`config.mk`:
```
export PLATFORM = sky130hd
export DESIGN_NAME = button_debounce_hold
export DESIGN_NICKNAME = d
export VERILOG_FILES = /design/src/design/bdh_pkg.sv /design/src/design/button_debounce_hold.sv /design/src/design/bdh_step.sv
export VERILOG_INCLUDE_DIRS = /design/src /design/src/design
export SDC_FILE = /design/constraint.sdc
export NUM_CORES = 1
export LEC_CHECK = 0
export BUFFER_PORTS_ARGS = -buffer_cell sky130_fd_sc_hd__buf_2
export CORE_MARGIN = 3
export CORE_UTILIZATION = 30
export CTS_CLUSTER_DIAMETER = 100
export DETAILED_ROUTE_END_ITERATION = 16
export PLACE_DENSITY_LB_ADDON = 0.1
export SLEW_MARGIN = 20
export SYNTH_ARGS = -nofsm -noshare
export SYNTH_HDL_FRONTEND = slang
export SYNTH_SLANG_ARGS = --single-unit
export TNS_END_PERCENT = 5
```
`constraint.sdc`:
```
create_clock -name clk -period 5.53 [get_ports clk]
set_input_delay 0.553 -clock clk [delete_from_list [all_inputs] [get_ports clk]]
set_output_delay 0.553 -clock clk [all_outputs]
set_load 0.05 [all_outputs]
```
`src/design/button_debounce_hold_assert.svh`:
```
// assertion macros for the button debounce block
`ifndef BUTTON_DEBOUNCE_HOLD_ASSERT_SVH
`define BUTTON_DEBOUNCE_HOLD_ASSERT_SVH

// same-cycle implication
`define BDH_ASSERT_NOW(label, ante, cons) \
	label: assert property (@(posedge clk) disable iff (!arst_n) (ante) |-> (cons)) \
		else $error("button debounce assertion failed");

// next-cycle implication
`define BDH_ASSERT_NEXT(label, ante, cons) \
	label: assert property (@(posedge clk) disable iff (!arst_n) (ante) |=> (cons)) \
		else $error("button debounce assertion failed");

`endif

```
`src/design/bdh_pkg.sv`:
```
`timescale 1ns / 1ps
package bdh_pkg;

	localparam logic [1:0] PH_RELEASED     = 2'd0;
	localparam logic [1:0] PH_PRESS_SEEN   = 2'd1;
	localparam logic [1:0] PH_PRESSED      = 2'd2;
	localparam logic [1:0] PH_RELEASE_SEEN = 2'd3;

	typedef enum logic [1:0] {
		EV_NONE     = 2'd0,
		EV_PRESSED  = 2'd1,
		EV_HELD     = 2'd2,
		EV_RELEASED = 2'd3
	} event_t;

	localparam logic REG_DEBOUNCE = 1'b0;
	localparam logic REG_HOLD     = 1'b1;

	typedef struct packed {
		logic        raw_level;
		logic [31:0] time_now;
	} in_t;

	typedef struct packed {
		logic [1:0] event_code;
		logic       stable_level;
	} out_t;

	typedef struct packed {
		logic [1:0]  phase;
		logic        debounced_pressed;
		logic        hold_done;
		logic [31:0] change_start_time;
		logic [31:0] press_start_time;
	} state_t;

	typedef struct packed {
		logic [31:0] debounce_time;
		logic [31:0] hold_time;
	} cfg_t;

endpackage

```
`src/design/button_debounce_hold.sv`:
```
`timescale 1ns / 1ps
// Debounced push button with a one-shot long-press event. Each item is one raw
// sample with a millisecond timestamp and yields exactly one result: an event
// code (none, pressed, held, released) and the debounced level. The block takes
// one item per clock cycle unless out_stall holds the output; each item passes
// through an input register and then the result register, and the button state
// advances by next-state logic as each item moves into the result register.
// Registers debounce_time (index 0) and hold_time (index 1) are written through
// wr_en, wr_index and wr_data; the user must write them only while no item is in flight (not enforced).
`include "button_debounce_hold_assert.svh"

module button_debounce_hold (
	input  logic          clk,
	input  logic          arst_n,
	input  logic          wr_en,
	input  logic          wr_index,
	input  logic [31:0]   wr_data,
	input  logic          in_valid,
	output logic          in_stall,
	input  bdh_pkg::in_t  in_data,
	output logic          out_valid,
	input  logic          out_stall,
	output bdh_pkg::out_t out_data
);

	bdh_pkg::cfg_t   cfg_q;
	bdh_pkg::state_t state_q;
	bdh_pkg::state_t state_nxt;
	bdh_pkg::in_t    item_s1;
	bdh_pkg::out_t   res_nxt;
	logic            valid_s1;
	logic            out_ready;
	logic            advance;
	logic            load;

	assign out_ready = !out_valid || !out_stall;
	assign advance   = valid_s1 && out_ready;
	assign in_stall  = valid_s1 && !out_ready;
	assign load      = in_valid && !in_stall;

	always_ff @(posedge clk or negedge arst_n) begin
		if (!arst_n) begin
			cfg_q <= '0;
		end else if (wr_en) begin
			unique case (wr_index)
				bdh_pkg::REG_DEBOUNCE: cfg_q.debounce_time <= wr_data;
				bdh_pkg::REG_HOLD:     cfg_q.hold_time     <= wr_data;
				default:               cfg_q               <= cfg_q;
			endcase
		end
	end

	bdh_step u_step (
		.cur  (state_q),
		.item (item_s1),
		.cfg  (cfg_q),
		.nxt  (state_nxt),
		.res  (res_nxt)
	);

	always_ff @(posedge clk or negedge arst_n) begin
		if (!arst_n) begin
			valid_s1 <= 1'b0;
		end else if (load) begin
			valid_s1 <= 1'b1;
		end else if (advance) begin
			valid_s1 <= 1'b0;
		end
	end

	always_ff @(posedge clk) begin
		if (load) begin
			item_s1 <= in_data;
		end
	end

	always_ff @(posedge clk or negedge arst_n) begin
		if (!arst_n) begin
			state_q   <= '0;
			out_valid <= 1'b0;
		end else if (out_ready) begin
			out_valid <= valid_s1;
			if (valid_s1) begin
				state_q <= state_nxt;
			end
		end
	end

	always_ff @(posedge clk) begin
		if (advance) begin
			out_data <= res_nxt;
		end
	end

	// stable level always agrees with the phase
	`BDH_ASSERT_NOW(a_level_phase, 1'b1, state_q.debounced_pressed ==
		(state_q.phase == bdh_pkg::PH_PRESSED || state_q.phase == bdh_pkg::PH_RELEASE_SEEN))
	// a press event reports the pressed level, a release the released level
	`BDH_ASSERT_NOW(a_event_level, out_valid && (out_data.event_code == bdh_pkg::EV_PRESSED ||
		out_data.event_code == bdh_pkg::EV_RELEASED), out_data.stable_level ==
		(out_data.event_code == bdh_pkg::EV_PRESSED))
	// a stalled input means a full pipe
	`BDH_ASSERT_NEXT(a_stall_hold, in_stall && out_stall, valid_s1 && out_valid &&
		$stable(state_q))

endmodule

```
`src/design/bdh_step.sv`:
```
`timescale 1ns / 1ps
module bdh_step (
	input  bdh_pkg::state_t cur,
	input  bdh_pkg::in_t    item,
	input  bdh_pkg::cfg_t   cfg,
	output bdh_pkg::state_t nxt,
	output bdh_pkg::out_t   res
);

	logic [31:0] change_elapsed;
	logic [31:0] press_elapsed;
	logic        debounce_met;
	logic        hold_met;
	logic [1:0]  ev;

	assign change_elapsed = item.time_now - cur.change_start_time;
	assign press_elapsed  = item.time_now - cur.press_start_time;
	assign debounce_met   = change_elapsed >= cfg.debounce_time;
	assign hold_met       = (cfg.hold_time != 32'd0) && (press_elapsed >= cfg.hold_time);

	always_comb begin
		nxt = cur;
		ev  = bdh_pkg::EV_NONE;
		unique case (cur.phase)
			bdh_pkg::PH_RELEASED: begin
				if (item.raw_level) begin
					nxt.phase             = bdh_pkg::PH_PRESS_SEEN;
					nxt.change_start_time = item.time_now;
				end
			end
			bdh_pkg::PH_PRESS_SEEN: begin
				if (!item.raw_level) begin
					nxt.phase = bdh_pkg::PH_RELEASED;
				end else if (debounce_met) begin
					nxt.phase             = bdh_pkg::PH_PRESSED;
					nxt.debounced_pressed = 1'b1;
					nxt.hold_done         = 1'b0;
					nxt.press_start_time  = item.time_now;
					ev                    = bdh_pkg::EV_PRESSED;
				end
			end
			bdh_pkg::PH_PRESSED: begin
				if (!item.raw_level) begin
					nxt.phase             = bdh_pkg::PH_RELEASE_SEEN;
					nxt.change_start_time = item.time_now;
				end else if (!cur.hold_done && hold_met) begin
					nxt.hold_done = 1'b1;
					ev            = bdh_pkg::EV_HELD;
				end
			end
			bdh_pkg::PH_RELEASE_SEEN: begin
				if (item.raw_level) begin
					nxt.phase = bdh_pkg::PH_PRESSED;
				end else if (debounce_met) begin
					nxt.phase             = bdh_pkg::PH_RELEASED;
					nxt.debounced_pressed = 1'b0;
					ev                    = bdh_pkg::EV_RELEASED;
				end
			end
			default: begin
				nxt = cur;
			end
		endcase
		res.event_code   = ev;
		res.stable_level = nxt.debounced_pressed;
	end

endmodule
```
Word-level counts from Yosys, hierarchy flattened --
Index checks and enable logic that the tools add are counted.
Cells by class: order comparisons 2, bitwise gates (word level) 1, $add $sub $neg 2, reduce and logical (&&, ||, !) cells 23, muxes and demuxes 25, equality and inequality tests 11
Operator list (count):
- 32-bit greater-or-equal comparator | 2
- 32-bit two-way mux | 2
- 32-bit one-hot mux with 2 select lines | 1
- 32-bit subtractor | 2
- 32-bit nonzero test | 1
- 2-bit two-way mux | 9
- 5-bit AND reduction | 2
- 2-bit != test (second input constant) | 4
- 2-bit one-hot mux with 4 select lines | 1
- 1-bit two-way mux | 7
- 7-bit AND reduction | 1
- 3-bit by 2-bit != test with 1-bit output (second input constant) | 2
- 2-bit one-hot mux with 3 select lines | 1
- 2-bit AND reduction | 3
- 6-bit AND reduction | 1
- 2-bit nonzero test | 3
- 1-bit logical AND | 5
- 1-bit logical NOT | 5
- 2-bit == test (second input constant) | 2
- 4-bit two-way mux | 1
- 2-bit by 1-bit != test with 1-bit output (second input constant) | 2
- 1-bit one-hot mux with 2 select lines | 2
- 3-bit two-way mux | 1
- 2-bit by 1-bit == test with 1-bit output (second input constant) | 1
- other kinds (3) | 3
Word-level totals: flip-flop bits (word level) 170, output and inout port bits 5, word-level logic and storage cells 77, bits of input ports 71

Depth between registers and ports, before layout --
Gate-level depths: netlist of run 1.
word-level depth 7, gate-level depth with buffers 22, mapped depth without buffers 21

Hierarchy --
From an unflattened synthesis of run 1, not the netlist that was laid out.
Second synthesis, totals: cells, all modules 1154, area total of the unflattened synthesis 11951.5 um^2
By module, submodules not included:
- button_debounce_hold | sequential area each 4434.3 um^2, area each 6079.6 um^2, times used 1, cells an instance 324
- bdh_step | sequential area each 0.0 um^2, area each 5871.9 um^2, times used 1, cells an instance 830

Worst setup path after synthesis of run 1 --
No wires, ideal clock.
path kind flip-flop to flip-flop, start point register item_s1[0] in the netlist's numbering, end point register state_q[12] in the netlist's numbering, cell stages (with the launch flop) 22, setup slack 1229 ps, arrival 4173 ps, setup time 127 ps, path buffers 1, period minus slack after synthesis 4301 ps, data required time 5403 ps, cell sequence edfxtp_1 > inv_1 > ha_1 > inv_1 > fa_1 > a21oi_1 > o211ai_1 > a21oi_1 > o21ai_1 > a311o_1 > a31o_1 > a21oi_1 > xnor2_1 > ha_1 > a21o_1 > a21o_1 > a21oi_1 > o211ai_1 > and2_1 > o211ai_4 > buf_6 > mux2_1
Between the ends: cells in the longest elaborated chain, start to end 3
Ends and longest elaborated chain:
- start, declared | line button_debounce_hold.sv:29 | bdh_pkg::in_t item_s1;
- start signal, assigned | line button_debounce_hold.sv:73 | item_s1 <= in_data;
- 32-bit subtractor | line bdh_step.sv:16 | assign change_elapsed = item.time_now - cur.change_start_time;
- 32-bit greater-or-equal comparator | line bdh_step.sv:18 | assign debounce_met = change_elapsed >= cfg.debounce_time;
- 5-bit AND reduction (no source line)
- end signal, assigned | line button_debounce_hold.sv:84 | state_q <= state_nxt;
- end, declared | line button_debounce_hold.sv:27 | bdh_pkg::state_t state_q;
No other way between the ends. A chain may end at the register's enable or synchronous reset.

Worst setup path in the final report of run 1 --
start point register item_s1[0] in the netlist's numbering, end point register state_q[19] in the netlist's numbering
The elaborated chain is that of the path after synthesis.

==> report_table.html, run 1 <==
<table>
<tr><th>Metric</th><th>Value</th></tr>
<tr><th colspan="2">Outcome</th></tr>
<tr><td>Status</td><td>finished clean</td></tr>
<tr><th colspan="2">Synth</th></tr>
<tr><td>Number of flops mapped to enable cells by yosys</td><td>36</td></tr>
<tr><td>Proportion of netlist area held by the largest area contributor</td><td>~31%</td></tr>
<tr><td>Async set-or-reset flop fraction in the synthesized netlist</td><td>78.8%</td></tr>
<tr><td>Unique masters post-synth</td><td>between 60 and 70</td></tr>
<tr><td>Post-synth top area cell</td><td>sky130_fd_sc_hd__dfrtp_1</td></tr>
<tr><td>Synth Cell Area</td><td>10,800 um2</td></tr>
<tr><td>Total number of yosys warnings</td><td>0</td></tr>
<tr><td>Flip-flop and latch count after synthesis</td><td>170</td></tr>
<tr><td>Sequential-to-total area share from yosys stat</td><td>around two fifths</td></tr>
<tr><td>Syn_area_per_cell</td><td>9.95 um2</td></tr>
<tr><td>Main synth FF type</td><td>sky130_fd_sc_hd__dfrtp_1</td></tr>
<tr><td>Net count of the mapped netlist</td><td>1,281</td></tr>
<tr><td>Main area contributors after synthesis</td><td>sky130_fd_sc_hd__dfrtp_1 31%, sky130_fd_sc_hd__ha_1 15%, sky130_fd_sc_hd__edfxtp_1 10%, sky130_fd_sc_hd__inv_1 4.9%, sky130_fd_sc_hd__mux2_2 3.7%</td></tr>
<tr><td>Top cells by count, synth</td><td>140 x sky130_fd_sc_hd__inv_1, 134 x sky130_fd_sc_hd__dfrtp_1, 126 x sky130_fd_sc_hd__ha_1</td></tr>
<tr><td>Post-synthesis cell count</td><td>1,082</td></tr>
<tr><td>Most used standard cell by instance count after synthesis</td><td>sky130_fd_sc_hd__inv_1</td></tr>
<tr><th colspan="2">Drt</th></tr>
<tr><td>Total Routed Length</td><td>28.1 mm</td></tr>
<tr><td>Routed WL per cell</td><td>17.2 um</td></tr>
<tr><td>Amount of wire on met3 after detailed routing</td><td>about 680 um</td></tr>
<tr><td>Total routed wire length on the met1 layer</td><td>14.9 mm</td></tr>
<tr><td>Number of nets still failing antenna checks after routing</td><td>0</td></tr>
<tr><td>Routed via count divided by cell count</td><td>4.75</td></tr>
<tr><td>Post-detailed-route DRC marker count</td><td>0</td></tr>
<tr><td>Total vias in the final route</td><td>7,739</td></tr>
<tr><td>Detailed-routing iteration count for the pre-antenna-repair pass</td><td>4</td></tr>
<tr><td>Top layer in use</td><td>met4</td></tr>
<tr><td>Routed length on met2</td><td>12.2 mm</td></tr>
<tr><td>First DRT Iteration DRCs</td><td>slightly above 400</td></tr>
<tr><th colspan="2">Critical path</th></tr>
<tr><td>Critical register-to-register path startpoint</td><td>item_s1[0]</td></tr>
<tr><td>Slowest CP cell</td><td>sky130_fd_sc_hd__a311o_1</td></tr>
<tr><td>Data required time of the worst path</td><td>5.85 ns</td></tr>
<tr><td>Data arrival time of the critical path</td><td>roughly 5.4 ns</td></tr>
<tr><td>Number of cell instances on the worst register-to-register path</td><td>21</td></tr>
<tr><td>Kind of start point of the critical path</td><td>flip-flop</td></tr>
<tr><td>Reg2reg end</td><td>state_q[19]</td></tr>
<tr><td>CP peak stage delay</td><td>0.45 ns</td></tr>
<tr><td>Setup slack of the most critical reg-to-reg path</td><td>0.41 ns</td></tr>
<tr><td>Most frequent CP cell</td><td>sky130_fd_sc_hd__a21oi_1</td></tr>
<tr><td>Kind of critical path</td><td>reg2reg</td></tr>
<tr><td>Maximum fanout count along the critical path</td><td>22</td></tr>
<tr><td>Ordered cell list for the critical path</td><td>inv_1, ha_1, inv_1, fa_1, a21oi_1, o211ai_1, a21oi_1, o21ai_1, a311o_1, a31o_1, a21oi_1, xnor2_1, ha_1, a21o_1, a21o_1, a21oi_1, o211ai_1, and2_1, o211ai_4, buf_4, mux2_1</td></tr>
<tr><td>Worst setup EP type</td><td>flip-flop</td></tr>
<tr><th colspan="2">Global route</th></tr>
<tr><td>Global-route total usage across every layer</td><td>15.1%</td></tr>
<tr><td>Largest net degree at the start of global routing</td><td>94</td></tr>
<tr><td>Initial antenna violation count</td><td>0</td></tr>
<tr><td>Final global-route overflow total</td><td>0</td></tr>
<tr><td>First-pass GRT wire length</td><td>44.9 mm</td></tr>
<tr><td>Via count of the first global-routing pass</td><td>7,692</td></tr>
<tr><th colspan="2">Placed design</th></tr>
<tr><td>Weighted congestion at the end of routability-driven global placement</td><td>approximately 0.8</td></tr>
<tr><td>Number of cells after detailed placement</td><td>1,598</td></tr>
<tr><td>Detailed placer's ending HPWL</td><td>21.4 mm</td></tr>
<tr><td>Number of input and output port buffers inserted</td><td>75</td></tr>
<tr><th colspan="2">Clock network</th></tr>
<tr><td>Sinks on the clock net</td><td>170</td></tr>
<tr><td>Root Buffer</td><td>sky130_fd_sc_hd__clkbuf_16</td></tr>
<tr><td>Hold Buf Count CTS</td><td>0</td></tr>
<tr><td>Postcts setup bufs</td><td>0</td></tr>
<tr><td>Number of CTS-inserted buffers</td><td>17</td></tr>
<tr><td>Clock tree from TritonCTS</td><td>built</td></tr>
<tr><td>Number of buffers on the longest clock path</td><td>2</td></tr>
<tr><td>Clock slew seen by the registers of the worst setup and hold paths</td><td>~0.07 ns</td></tr>
<tr><td>Clock insertion delay at the later pin of the skew report</td><td>0.45 ns</td></tr>
<tr><td>H-tree depth</td><td>4</td></tr>
<tr><td>Post_cts resized</td><td>0</td></tr>
<tr><th colspan="2">STA</th></tr>
<tr><td>Final-report hold violation count</td><td>0</td></tr>
<tr><td>Unrepaired setup endpoints after global routing</td><td>false</td></tr>
<tr><td>Maximum clock frequency</td><td>around 0.20 GHz</td></tr>
<tr><td>Worst-margin pin slew</td><td>1.02 ns</td></tr>
<tr><td>Skew final</td><td>roughly 0.011 ns</td></tr>
<tr><td>Setup TNS</td><td>0 ns</td></tr>
<tr><td>Final slew viol count</td><td>0</td></tr>
<tr><td>Fin crit share</td><td>92.5%</td></tr>
<tr><td>Fin crit period</td><td>5.12 ns</td></tr>
<tr><td>Final number of setup-violating endpoints</td><td>0</td></tr>
<tr><td>Worst slew slack as a fraction of its limit</td><td>31.9%</td></tr>
<tr><th colspan="2">Floorplanning</th></tr>
<tr><td>Die extent in y</td><td>195 um</td></tr>
<tr><td>Initial core utilization</td><td>a little under a third</td></tr>
<tr><td>Die width</td><td>195 um</td></tr>
<tr><td>Core area</td><td>~35,000 um2</td></tr>
<tr><td>Area of the die</td><td>38,200 um2</td></tr>
<tr><td>Count of boundary I/O pins</td><td>76</td></tr>
<tr><td>Row count</td><td>68</td></tr>
<tr><th colspan="2">Layout</th></tr>
<tr><td>Filler Cells Inserted</td><td>about 3,600</td></tr>
<tr><td>Ratio of cells with drive above 1 in the final layout</td><td>about 14%</td></tr>
<tr><td>Number of nets in the final layout</td><td>1,361</td></tr>
<tr><td>Final non-filler cell total</td><td>1,630</td></tr>
<tr><td>Diodes inserted</td><td>0</td></tr>
<tr><td>Layout overhead on the synthesized area</td><td>13.9%</td></tr>
<tr><th colspan="2">Hold path</th></tr>
<tr><td>Worst hold path type</td><td>in2async</td></tr>
<tr><th colspan="2">Pwr</th></tr>
<tr><td>VDD IR-drop max</td><td>0.268 mV</td></tr>
<tr><td>Static Leakage</td><td>5.64 nW</td></tr>
<tr><td>Power density relative to cell area</td><td>around 560 nW/um2</td></tr>
<tr><th colspan="2">Run</th></tr>
<tr><td>Max Cap Violations</td><td>0</td></tr>
</table>
[final cells by class]
cell class	instances	area [um2]	share of cell area, %
flip-flops and latches	170	4430	36.2
clock buffers	19	443	3.61
multi-input cells	752	5720	46.7
well taps	455	569	4.64
clock inverters	13	140	1.14
inverters	140	526	4.29
repair buffers	81	427	3.48
[per-layer routing]
metal | track usage [%] | vias up
met4 | 3.64 | 0
met3 | 2.54 | 16
met1 | 22.5 | 3647
met2 | 22.9 | 102
li1 | - | 3974
met5 | 0 | -
[where the power goes]
| part | total, mW | internal (mW) | switching [mW] | leakage, nW |
|---|---|---|---|---|
| clock network | 1.23 | 0.681 | 0.549 | 0.280 |
| registers | 1.76 | 1.60 | 0.160 | 1.97 |
| logic | 3.84 | 1.65 | 2.19 | 3.38 |
[placed cells by master (no fill, tap or decap), types with 14 or more instances in the layout]
cell	n
sky130_fd_sc_hd__a21o_1	35
sky130_fd_sc_hd__a21oi_1	75
sky130_fd_sc_hd__buf_2	74
sky130_fd_sc_hd__clkbuf_16	17
sky130_fd_sc_hd__dfrtp_1	134
sky130_fd_sc_hd__edfxtp_1	36
sky130_fd_sc_hd__ha_1	126
sky130_fd_sc_hd__inv_1	140
sky130_fd_sc_hd__mux2_1	33
sky130_fd_sc_hd__mux2_2	35
sky130_fd_sc_hd__nand2_1	100
sky130_fd_sc_hd__nand3_1	19
sky130_fd_sc_hd__nand4_1	14
sky130_fd_sc_hd__nor2_1	30
sky130_fd_sc_hd__o21ai_0	78
sky130_fd_sc_hd__o21ai_1	19
sky130_fd_sc_hd__xnor2_1	44
sky130_fd_sc_hd__xor2_1	15
[stage by stage]
| step | util [%] | setup WS (ns) | hold slack, ns | power (mW) | instance area [um2] |
|---|---|---|---|---|---|
| floorplan | - | 1.23 | 0.257 | 4.64 | 10800 |
| global placement | 33.4 | 0.537 | 0.474 | 5.63 | 11700 |
| detailed placement | 33.4 | 0.404 | 0.481 | 5.63 | 11700 |
| CTS | 35.1 | 0.349 | 0.237 | 6.93 | 12300 |
| global route | 35.1 | 0.00922 | 0.245 | 7.52 | 12300 |
| finish | 35.1 | 0.413 | 0.207 | 6.83 | 12300 |
[registers in the layout (all words and copies together), names as in the netlist]
name and cells:
cfg_q 64, item_s1 33, out_data 3, out_valid 1
state_q 68, valid_s1 1
[logic make-up after synthesis]
kind of cell	share of synthesized area, %
XOR/XNOR	4.80
multiplexers	7.11
AO/OA/AOI/OAI	16.8
flip-flops	41.2
buffers and inverters	5.79
adder cells (fa/ha/maj)	15.0
AND/OR/NAND/NOR	9.25
[critical path: cells and delay by family (launching register included)]
kind,cells,cell delay [ns]
and+or+nand+nor,1,0.22
xor gates and xnor gates,1,0.08
muxes,1,0.36
AOI/OAI and AO/OA,12,2.62
adders and majority gates,3,0.75
DFF,1,0.42
buffers and inverters,3,0.53
[worst max-delay path by stage]
stage | startpoint | to | slack, ns
CTS | item_s1[0] | state_q[19] | 0.35
global route | item_s1[0] | state_q[21] | 0.009
global placement | item_s1[0] | state_q[19] | 0.54
floorplan | item_s1[0] | state_q[12] | 1.23
detailed placement | item_s1[0] | state_q[23] | 0.40
finish | item_s1[0] | state_q[19] | 0.41
Power figures use the tool's default switching activity.
==> run 2, diff against run 1 <==
CAP_MARGIN = 15   (was default)
CTS_BUF_LIST = sky130_fd_sc_hd__clkbuf_8   (was default)
==> report_table.html, run 2 (synthesis gave the netlist of run 1 again) <==
<table>
<tr><th>Metric</th><th>Value</th></tr>
<tr><th colspan="2">STA</th></tr>
<tr><td>Worst path setup slack after routing</td><td>0.482 ns</td></tr>
<tr><td>Final slew viol count</td><td>0</td></tr>
<tr><td>Final number of setup-violating endpoints</td><td>0</td></tr>
<tr><td>Setup TNS</td><td>0 ns</td></tr>
<tr><td>Skew final</td><td>0.0149 ns</td></tr>
<tr><td>Fin crit share</td><td>between 90 and 100%</td></tr>
<tr><td>Fin crit period</td><td>5.05 ns</td></tr>
<tr><td>Maximum clock frequency</td><td>0.198 GHz</td></tr>
<tr><td>Unrepaired setup endpoints after global routing</td><td>false</td></tr>
<tr><td>Worst slew slack as a fraction of its limit</td><td>31.3%</td></tr>
<tr><td>Final-report hold violation count</td><td>0</td></tr>
<tr><td>Worst-margin pin slew</td><td>between 1 and 1.5 ns</td></tr>
<tr><th colspan="2">Clock network</th></tr>
<tr><td>Clock slew seen by the registers of the worst setup and hold paths</td><td>0.09 ns</td></tr>
<tr><td>Number of CTS-inserted buffers</td><td>17</td></tr>
<tr><td>Hold Buf Count CTS</td><td>0</td></tr>
<tr><td>H-tree depth</td><td>4</td></tr>
<tr><td>Clock tree from TritonCTS</td><td>built</td></tr>
<tr><td>Postcts setup bufs</td><td>0</td></tr>
<tr><td>Root Buffer</td><td>sky130_fd_sc_hd__clkbuf_8</td></tr>
<tr><td>Clock insertion delay at the later pin of the skew report</td><td>0.50 ns</td></tr>
<tr><td>Post_cts resized</td><td>0</td></tr>
<tr><td>Sinks on the clock net</td><td>between 150 and 200</td></tr>
<tr><td>Number of buffers on the longest clock path</td><td>2</td></tr>
<tr><th colspan="2">Placed design</th></tr>
<tr><td>Detailed placer's ending HPWL</td><td>approximately 21 mm</td></tr>
<tr><td>Number of input and output port buffers inserted</td><td>between 70 and 80</td></tr>
<tr><td>Weighted congestion at the end of routability-driven global placement</td><td>0.802</td></tr>
<tr><td>Post-placement worst setup slack</td><td>0.404 ns</td></tr>
<tr><th colspan="2">Critical path</th></tr>
<tr><td>Kind of critical path</td><td>reg2reg</td></tr>
<tr><td>Slowest CP cell</td><td>sky130_fd_sc_hd__a311o_1</td></tr>
<tr><td>Ordered cell list for the critical path</td><td>inv_1, ha_1, inv_1, fa_1, a21oi_1, o211ai_1, a21oi_1, o21ai_1, a311o_1, a31o_1, a21oi_1, xnor2_1, ha_1, a21o_1, a21o_1, a21oi_1, o211ai_1, and2_1, o211ai_4, buf_6, mux2_1</td></tr>
<tr><td>Worst setup EP type</td><td>flip-flop</td></tr>
<tr><td>Top delay family on crit path</td><td>compound AO/OA/AOI/OAI gates</td></tr>
<tr><td>Most frequent CP cell</td><td>sky130_fd_sc_hd__a21oi_1</td></tr>
<tr><td>Data arrival time of the critical path</td><td>5.43 ns</td></tr>
<tr><td>Buffer and inverter count on the worst path</td><td>3</td></tr>
<tr><td>Maximum fanout count along the critical path</td><td>22</td></tr>
<tr><td>Crit path depth</td><td>21</td></tr>
<tr><td>Number of cell instances on the worst register-to-register path</td><td>21</td></tr>
<tr><td>Data required time of the worst path</td><td>5.91 ns</td></tr>
<tr><td>Kind of start point of the critical path</td><td>flip-flop</td></tr>
<tr><td>CP peak stage delay</td><td>0.45 ns</td></tr>
<tr><th colspan="2">Drt</th></tr>
<tr><td>Detailed-routing iteration count for the pre-antenna-repair pass</td><td>5</td></tr>
<tr><td>Routed WL per cell</td><td>17.3 um</td></tr>
<tr><td>Post-detailed-route DRC marker count</td><td>0</td></tr>
<tr><td>Total Routed Length</td><td>28.2 mm</td></tr>
<tr><td>Routed via count divided by cell count</td><td>around 4.7</td></tr>
<tr><td>Total vias in the final route</td><td>7,733</td></tr>
<tr><td>Number of nets still failing antenna checks after routing</td><td>0</td></tr>
<tr><td>First DRT Iteration DRCs</td><td>about 410</td></tr>
<tr><th colspan="2">Floorplanning</th></tr>
<tr><td>Die width</td><td>195 um</td></tr>
<tr><td>Core area</td><td>35,000 um2</td></tr>
<tr><td>Initial core utilization</td><td>30.8%</td></tr>
<tr><td>Die extent in y</td><td>195 um</td></tr>
<tr><td>Row count</td><td>68</td></tr>
<tr><td>Count of boundary I/O pins</td><td>76</td></tr>
<tr><td>Area of the die</td><td>about 38,000 um2</td></tr>
<tr><th colspan="2">Global route</th></tr>
<tr><td>Met3 capacity usage during global routing</td><td>under 10%</td></tr>
<tr><td>Global-route total usage across every layer</td><td>15.2%</td></tr>
<tr><td>Via count of the first global-routing pass</td><td>7,696</td></tr>
<tr><td>First-pass GRT wire length</td><td>~45 mm</td></tr>
<tr><td>Met2 Resource Use GR</td><td>between 20 and 25%</td></tr>
<tr><td>Initial antenna violation count</td><td>0</td></tr>
<tr><td>Most used routing layer in global routing</td><td>met2</td></tr>
<tr><td>Final global-route overflow total</td><td>0</td></tr>
<tr><td>Met1 Track Usage GR</td><td>22.5%</td></tr>
<tr><td>Largest net degree at the start of global routing</td><td>94</td></tr>
<tr><th colspan="2">Pwr</th></tr>
<tr><td>Power density relative to cell area</td><td>541 nW/um2</td></tr>
<tr><td>Static Leakage</td><td>around 5.6 nW</td></tr>
<tr><td>VDD IR-drop max</td><td>a little under 0.2 mV</td></tr>
<tr><th colspan="2">Layout</th></tr>
<tr><td>Number of flip-flops under the largest register name</td><td>68</td></tr>
<tr><td>Diodes inserted</td><td>0</td></tr>
<tr><td>Ratio of cells with drive above 1 in the final layout</td><td>14.0%</td></tr>
<tr><td>Biggest registers after layout</td><td>state_q: 68 flops, cfg_q: 64 flops, item_s1: 33 flops</td></tr>
<tr><td>Layout overhead on the synthesized area</td><td>12.2%</td></tr>
<tr><td>Register bank with the most flops</td><td>state_q</td></tr>
<tr><td>Number of nets in the final layout</td><td>1,361</td></tr>
<tr><td>Most used cells in the layout excluding fill and tap cells</td><td>141 x sky130_fd_sc_hd__inv_1, 134 x sky130_fd_sc_hd__dfrtp_1, 126 x sky130_fd_sc_hd__ha_1</td></tr>
<tr><td>Finished Core Util</td><td>34.5%</td></tr>
<tr><td>Most frequent standard cell in the layout excluding fill and tap cells</td><td>sky130_fd_sc_hd__inv_1</td></tr>
<tr><th colspan="2">Outcome</th></tr>
<tr><td>Status</td><td>finished clean</td></tr>
<tr><th colspan="2">Hold path</th></tr>
<tr><td>Worst hold path type</td><td>in2async</td></tr>
<tr><th colspan="2">Run</th></tr>
<tr><td>Max Cap Violations</td><td>0</td></tr>
</table>
## run 2: changes by cell type in the layout (fill, tap and decap cells not counted), sizes merged
| cell | before | now |
|---|---|---|
| clkbuf | 19 | 18 |
| inv | 144 | 145 |
## run 2: path summary, 6_finish.rpt
kind | startpoint | slack (ns) | end
setup / recovery | item_s1[0] | 0.48 | state_q[19]
hold / removal | arst_n | 0.15 | cfg_q[42]
setup reg to reg | item_s1[0] | 0.48 | state_q[19]
hold reg to reg | state_q[14] | 0.49 | state_q[14]
max in group asynchronous | arst_n | 4.24 | state_q[29]
min in group clk | in_data[28] | 0.22 | item_s1[28]
## run 2: power breakdown
group          switching, mW  internal (mW)  leakage, nW
registers              0.160           1.60         1.97
logic                   2.20           1.65         3.38
clock network          0.511          0.414        0.197
total                   2.87           3.67         5.56
## run 2: layout make-up
type | count | area, um2
inverter | 140 | 526
multi-input combinational | 752 | 5720
timing repair buffer | 81 | 430
clock buffer | 18 | 248
sequential | 170 | 4430
clock inverter | 14 | 144
fill | 3652 | 22900
tap | 455 | 569
## run 2: per-layer routing
| metal | vias to the layer above | wire length, um |
|---|---|---|
| met4 | 0 | 291 |
| met3 | 16 | 689 |
| met1 | 3657 | 14900 |
| li1 | 3966 | - |
| met2 | 94 | 12200 |
| met5 | - | 0 |
## run 2: stage by stage
stage	hold WS [ns]	cell area, um2	std cells	total power [mW]
3_3_place_gp	0.474	11700	1598	5.63
3_5_place_dp	0.481	11700	1598	5.63
4_1_cts	0.151	12100	1630	6.63
6_report	0.148	12100	1630	6.53
2_1_floorplan	0.257	10800	1082	4.64
5_1_grt	0.162	12100	1630	7.22
## run 2: worst register-to-register path, stage by stage, from the launching register on
cell and delay, ns:
sky130_fd_sc_hd__edfxtp_1 0.43, sky130_fd_sc_hd__inv_1 0.10, sky130_fd_sc_hd__ha_1 0.18, sky130_fd_sc_hd__inv_1 0.06, sky130_fd_sc_hd__fa_1 0.40, sky130_fd_sc_hd__a21oi_1 0.24
sky130_fd_sc_hd__o211ai_1 0.18, sky130_fd_sc_hd__a21oi_1 0.29, sky130_fd_sc_hd__o21ai_1 0.28, sky130_fd_sc_hd__a311o_1 0.46, sky130_fd_sc_hd__a31o_1 0.22, sky130_fd_sc_hd__a21oi_1 0.17
sky130_fd_sc_hd__xnor2_1 0.08, sky130_fd_sc_hd__ha_1 0.18, sky130_fd_sc_hd__a21o_1 0.15, sky130_fd_sc_hd__a21o_1 0.16, sky130_fd_sc_hd__a21oi_1 0.14, sky130_fd_sc_hd__o211ai_1 0.13
sky130_fd_sc_hd__and2_1 0.22, sky130_fd_sc_hd__o211ai_4 0.21, sky130_fd_sc_hd__buf_6 0.30, sky130_fd_sc_hd__mux2_1 0.37
==> run 3, diff against run 2 <==
--- a/config.mk
+++ b/config.mk
@@ -7,5 +7,4 @@
 export NUM_CORES = 1
 export LEC_CHECK = 0
-export BUFFER_PORTS_ARGS = -buffer_cell sky130_fd_sc_hd__buf_2
 export CAP_MARGIN = 15
 export CORE_MARGIN = 3
@@ -14,4 +13,5 @@
 export CTS_CLUSTER_DIAMETER = 100
 export DETAILED_ROUTE_END_ITERATION = 16
+export DONT_BUFFER_PORTS = 1
 export PLACE_DENSITY_LB_ADDON = 0.1
 export SLEW_MARGIN = 20
==> constraint.sdc (replaced) <==
create_clock -name clk -period 5.53 [get_ports clk]
set_input_delay 0.553 -clock clk [delete_from_list [all_inputs] [get_ports clk]]
set_output_delay 0.553 -clock clk [all_outputs]
set_load 0.01 [all_outputs]
==> report_table.html, run 3 (synthesis gave the netlist of run 1 again) <==
<table>
<tr><th>Metric</th><th>Value</th></tr>
<tr><th colspan="2">Outcome</th></tr>
<tr><td>Status</td><td>finished clean</td></tr>
<tr><th colspan="2">Floorplanning</th></tr>
<tr><td>Core area</td><td>35,000 um2</td></tr>
<tr><td>Row count</td><td>68</td></tr>
<tr><td>Initial core utilization</td><td>between 30% and 40%</td></tr>
<tr><td>Die width</td><td>a little under 200 um</td></tr>
<tr><td>Area of the die</td><td>between 30,000 and 40,000 um2</td></tr>
<tr><td>Count of boundary I/O pins</td><td>76</td></tr>
<tr><td>Die extent in y</td><td>195 um</td></tr>
<tr><th colspan="2">Clock network</th></tr>
<tr><td>Number of CTS-inserted buffers</td><td>17</td></tr>
<tr><td>Clock insertion delay at the later pin of the skew report</td><td>between 0.4 and 0.5 ns</td></tr>
<tr><td>Postcts setup bufs</td><td>0</td></tr>
<tr><td>Number of buffers on the longest clock path</td><td>2</td></tr>
<tr><td>H-tree depth</td><td>4</td></tr>
<tr><td>Root Buffer</td><td>sky130_fd_sc_hd__clkbuf_8</td></tr>
<tr><td>Sinks on the clock net</td><td>170</td></tr>
<tr><td>Clock slew seen by the registers of the worst setup and hold paths</td><td>around 0.1 ns</td></tr>
<tr><td>Clock tree from TritonCTS</td><td>built</td></tr>
<tr><th colspan="2">Pwr</th></tr>
<tr><td>Power density relative to cell area</td><td>552 nW/um2</td></tr>
<tr><td>Static Leakage</td><td>5.29 nW</td></tr>
<tr><td>VDD IR-drop max</td><td>approximately 0.17 mV</td></tr>
<tr><th colspan="2">Layout</th></tr>
<tr><td>Register bank with the most flops</td><td>state_q</td></tr>
<tr><td>Ratio of cells with drive above 1 in the final layout</td><td>7.92%</td></tr>
<tr><td>Finished Core Util</td><td>33.5%</td></tr>
<tr><td>Number of nets in the final layout</td><td>1,285</td></tr>
<tr><td>Biggest registers after layout</td><td>state_q: 68 flops, cfg_q: 64 flops, item_s1: 33 flops</td></tr>
<tr><td>Design area</td><td>11,700 um2</td></tr>
<tr><td>Diodes inserted</td><td>0</td></tr>
<tr><td>Most used cells in the layout excluding fill and tap cells</td><td>144 x sky130_fd_sc_hd__inv_1, 134 x sky130_fd_sc_hd__dfrtp_1, 126 x sky130_fd_sc_hd__ha_1</td></tr>
<tr><td>Number of flip-flops under the largest register name</td><td>68</td></tr>
<tr><td>Layout overhead on the synthesized area</td><td>8.87%</td></tr>
<tr><td>Most frequent standard cell in the layout excluding fill and tap cells</td><td>sky130_fd_sc_hd__inv_1</td></tr>
<tr><th colspan="2">STA</th></tr>
<tr><td>Final slew viol count</td><td>0</td></tr>
<tr><td>Unrepaired setup endpoints after global routing</td><td>false</td></tr>
<tr><td>Maximum clock frequency</td><td>0.195 GHz</td></tr>
<tr><td>Fin crit period</td><td>5.12 ns</td></tr>
<tr><td>Setup TNS</td><td>0 ns</td></tr>
<tr><td>Hold Worst Slack</td><td>0.0383 ns</td></tr>
<tr><td>Worst path setup slack after routing</td><td>approximately 0.41 ns</td></tr>
<tr><td>Final-report hold violation count</td><td>0</td></tr>
<tr><td>Skew final</td><td>0.0228 ns</td></tr>
<tr><td>Worst slew slack as a fraction of its limit</td><td>34.2%</td></tr>
<tr><td>Worst-margin pin slew</td><td>0.984 ns</td></tr>
<tr><td>Fin crit share</td><td>between 90 and 100%</td></tr>
<tr><td>Final number of setup-violating endpoints</td><td>0</td></tr>
<tr><th colspan="2">Global route</th></tr>
<tr><td>First-pass GRT wire length</td><td>~44 mm</td></tr>
<tr><td>Global-route total usage across every layer</td><td>15.0%</td></tr>
<tr><td>Largest net degree at the start of global routing</td><td>135</td></tr>
<tr><td>Via count of the first global-routing pass</td><td>between 7,000 and 8,000</td></tr>
<tr><td>Initial antenna violation count</td><td>0</td></tr>
<tr><td>Final global-route overflow total</td><td>0</td></tr>
<tr><th colspan="2">Critical path</th></tr>
<tr><td>Most frequent CP cell</td><td>sky130_fd_sc_hd__a21o_1</td></tr>
<tr><td>Slowest CP cell</td><td>sky130_fd_sc_hd__edfxtp_1</td></tr>
<tr><td>Reg2reg end</td><td>state_q[7]</td></tr>
<tr><td>Kind of critical path</td><td>reg2reg</td></tr>
<tr><td>Data required time of the worst path</td><td>roughly 5.9 ns</td></tr>
<tr><td>Worst setup EP type</td><td>flip-flop</td></tr>
<tr><td>Ordered cell list for the critical path</td><td>ha_1, nor2b_1, o31a_1, o21ai_1, o21ai_1, a21o_1, a21oi_1, o41ai_1, xor2_1, ha_1, a21o_1, a21o_1, a21oi_1, o211ai_1, and2_1, o211ai_4, buf_12, mux2_1</td></tr>
<tr><td>CP peak stage delay</td><td>0.53 ns</td></tr>
<tr><td>Kind of start point of the critical path</td><td>flip-flop</td></tr>
<tr><td>Maximum fanout count along the critical path</td><td>34</td></tr>
<tr><td>Data arrival time of the critical path</td><td>5.48 ns</td></tr>
<tr><td>Number of cell instances on the worst register-to-register path</td><td>18</td></tr>
<tr><td>Setup slack of the most critical reg-to-reg path</td><td>0.41 ns</td></tr>
<tr><td>Critical register-to-register path startpoint</td><td>item_s1[1]</td></tr>
<tr><th colspan="2">Placed design</th></tr>
<tr><td>Post-Place Cell Area</td><td>11,300 um2</td></tr>
<tr><td>Detailed placer's ending HPWL</td><td>around 21 mm</td></tr>
<tr><td>Number of input and output port buffers inserted</td><td>0</td></tr>
<tr><td>Post-placement worst setup slack</td><td>0.406 ns</td></tr>
<tr><td>Weighted congestion at the end of routability-driven global placement</td><td>just over 0.8</td></tr>
<tr><th colspan="2">Hold path</th></tr>
<tr><td>Worst hold path type</td><td>in2async</td></tr>
<tr><th colspan="2">Drt</th></tr>
<tr><td>Routed via count divided by cell count</td><td>4.82</td></tr>
<tr><td>Routed WL per cell</td><td>18.0 um</td></tr>
<tr><td>Detailed-routing iteration count for the pre-antenna-repair pass</td><td>4</td></tr>
<tr><td>Total Routed Length</td><td>28.0 mm</td></tr>
<tr><td>First DRT Iteration DRCs</td><td>320</td></tr>
<tr><td>Number of nets still failing antenna checks after routing</td><td>0</td></tr>
<tr><td>Total vias in the final route</td><td>7,496</td></tr>
<tr><td>Post-detailed-route DRC marker count</td><td>0</td></tr>
<tr><th colspan="2">Run</th></tr>
<tr><td>Max Cap Violations</td><td>0</td></tr>
</table>
run 3: layer usage:
layer	track usage (%)	routed length [um]
met1	21.6	14400
met2	23.1	12400
met3	3.21	904
met4	3.17	151
met5	0	0
run 3: final cells by class:
cell class	instances	area [um2]
Sequential cell	170	4430
Inverter	140	526
Timing Repair Buffer	5	70.1
Tap cell	455	569
Clock inverter	15	161
Fill cell	3603	23200
Clock buffer	17	234
Multi-Input combinational cell	752	5720
run 3: report_power, final:
group	internal, mW	total (mW)	switching [mW]
sequential	1.60	1.77	0.166
clock	0.441	0.937	0.496
combinational	1.62	3.77	2.14
run 3: stage by stage:
| step | power (mW) | cells |
|---|---|---|
| after floorplan | 4.63 | 1082 |
| after global placement | 5.54 | 1521 |
| after detailed placement | 5.55 | 1521 |
| after CTS | 6.58 | 1554 |
| after global routing | 7.14 | 1554 |
| final | 6.47 | 1554 |
run 3: how the worst max path moves through the flow:
| stage | from | endpoint | cells past startpoint | slack, ns |
|---|---|---|---|---|
| detailed placement | item_s1[0] | state_q[21] | 21 | 0.41 |
| floorplan | item_s1[0] | state_q[12] | 21 | 1.23 |
| finish | item_s1[1] | state_q[7] | 18 | 0.41 |
| global route | item_s1[0] | state_q[30] | 20 | 0.06 |
| CTS | item_s1[1] | state_q[29] | 18 | 0.37 |
| global placement | item_s1[0] | state_q[21] | 20 | 0.50 |
run 3: repair_timing:
action                    CTS  global route
hold buffers                1             0
hold endpoints to repair  134             0
resized for setup           0             0
run 3: critical path: cells and delay by family (launching register included):
kind	cells	cell delay (ns)
flip-flops	1	0.53
buffers and inverters	1	0.26
XOR/XNOR	1	0.18
adder cells (fa/ha/maj)	2	0.64
AND/OR/NAND/NOR	2	0.37
multiplexers	1	0.35
AO/OA/AOI/OAI	11	2.67
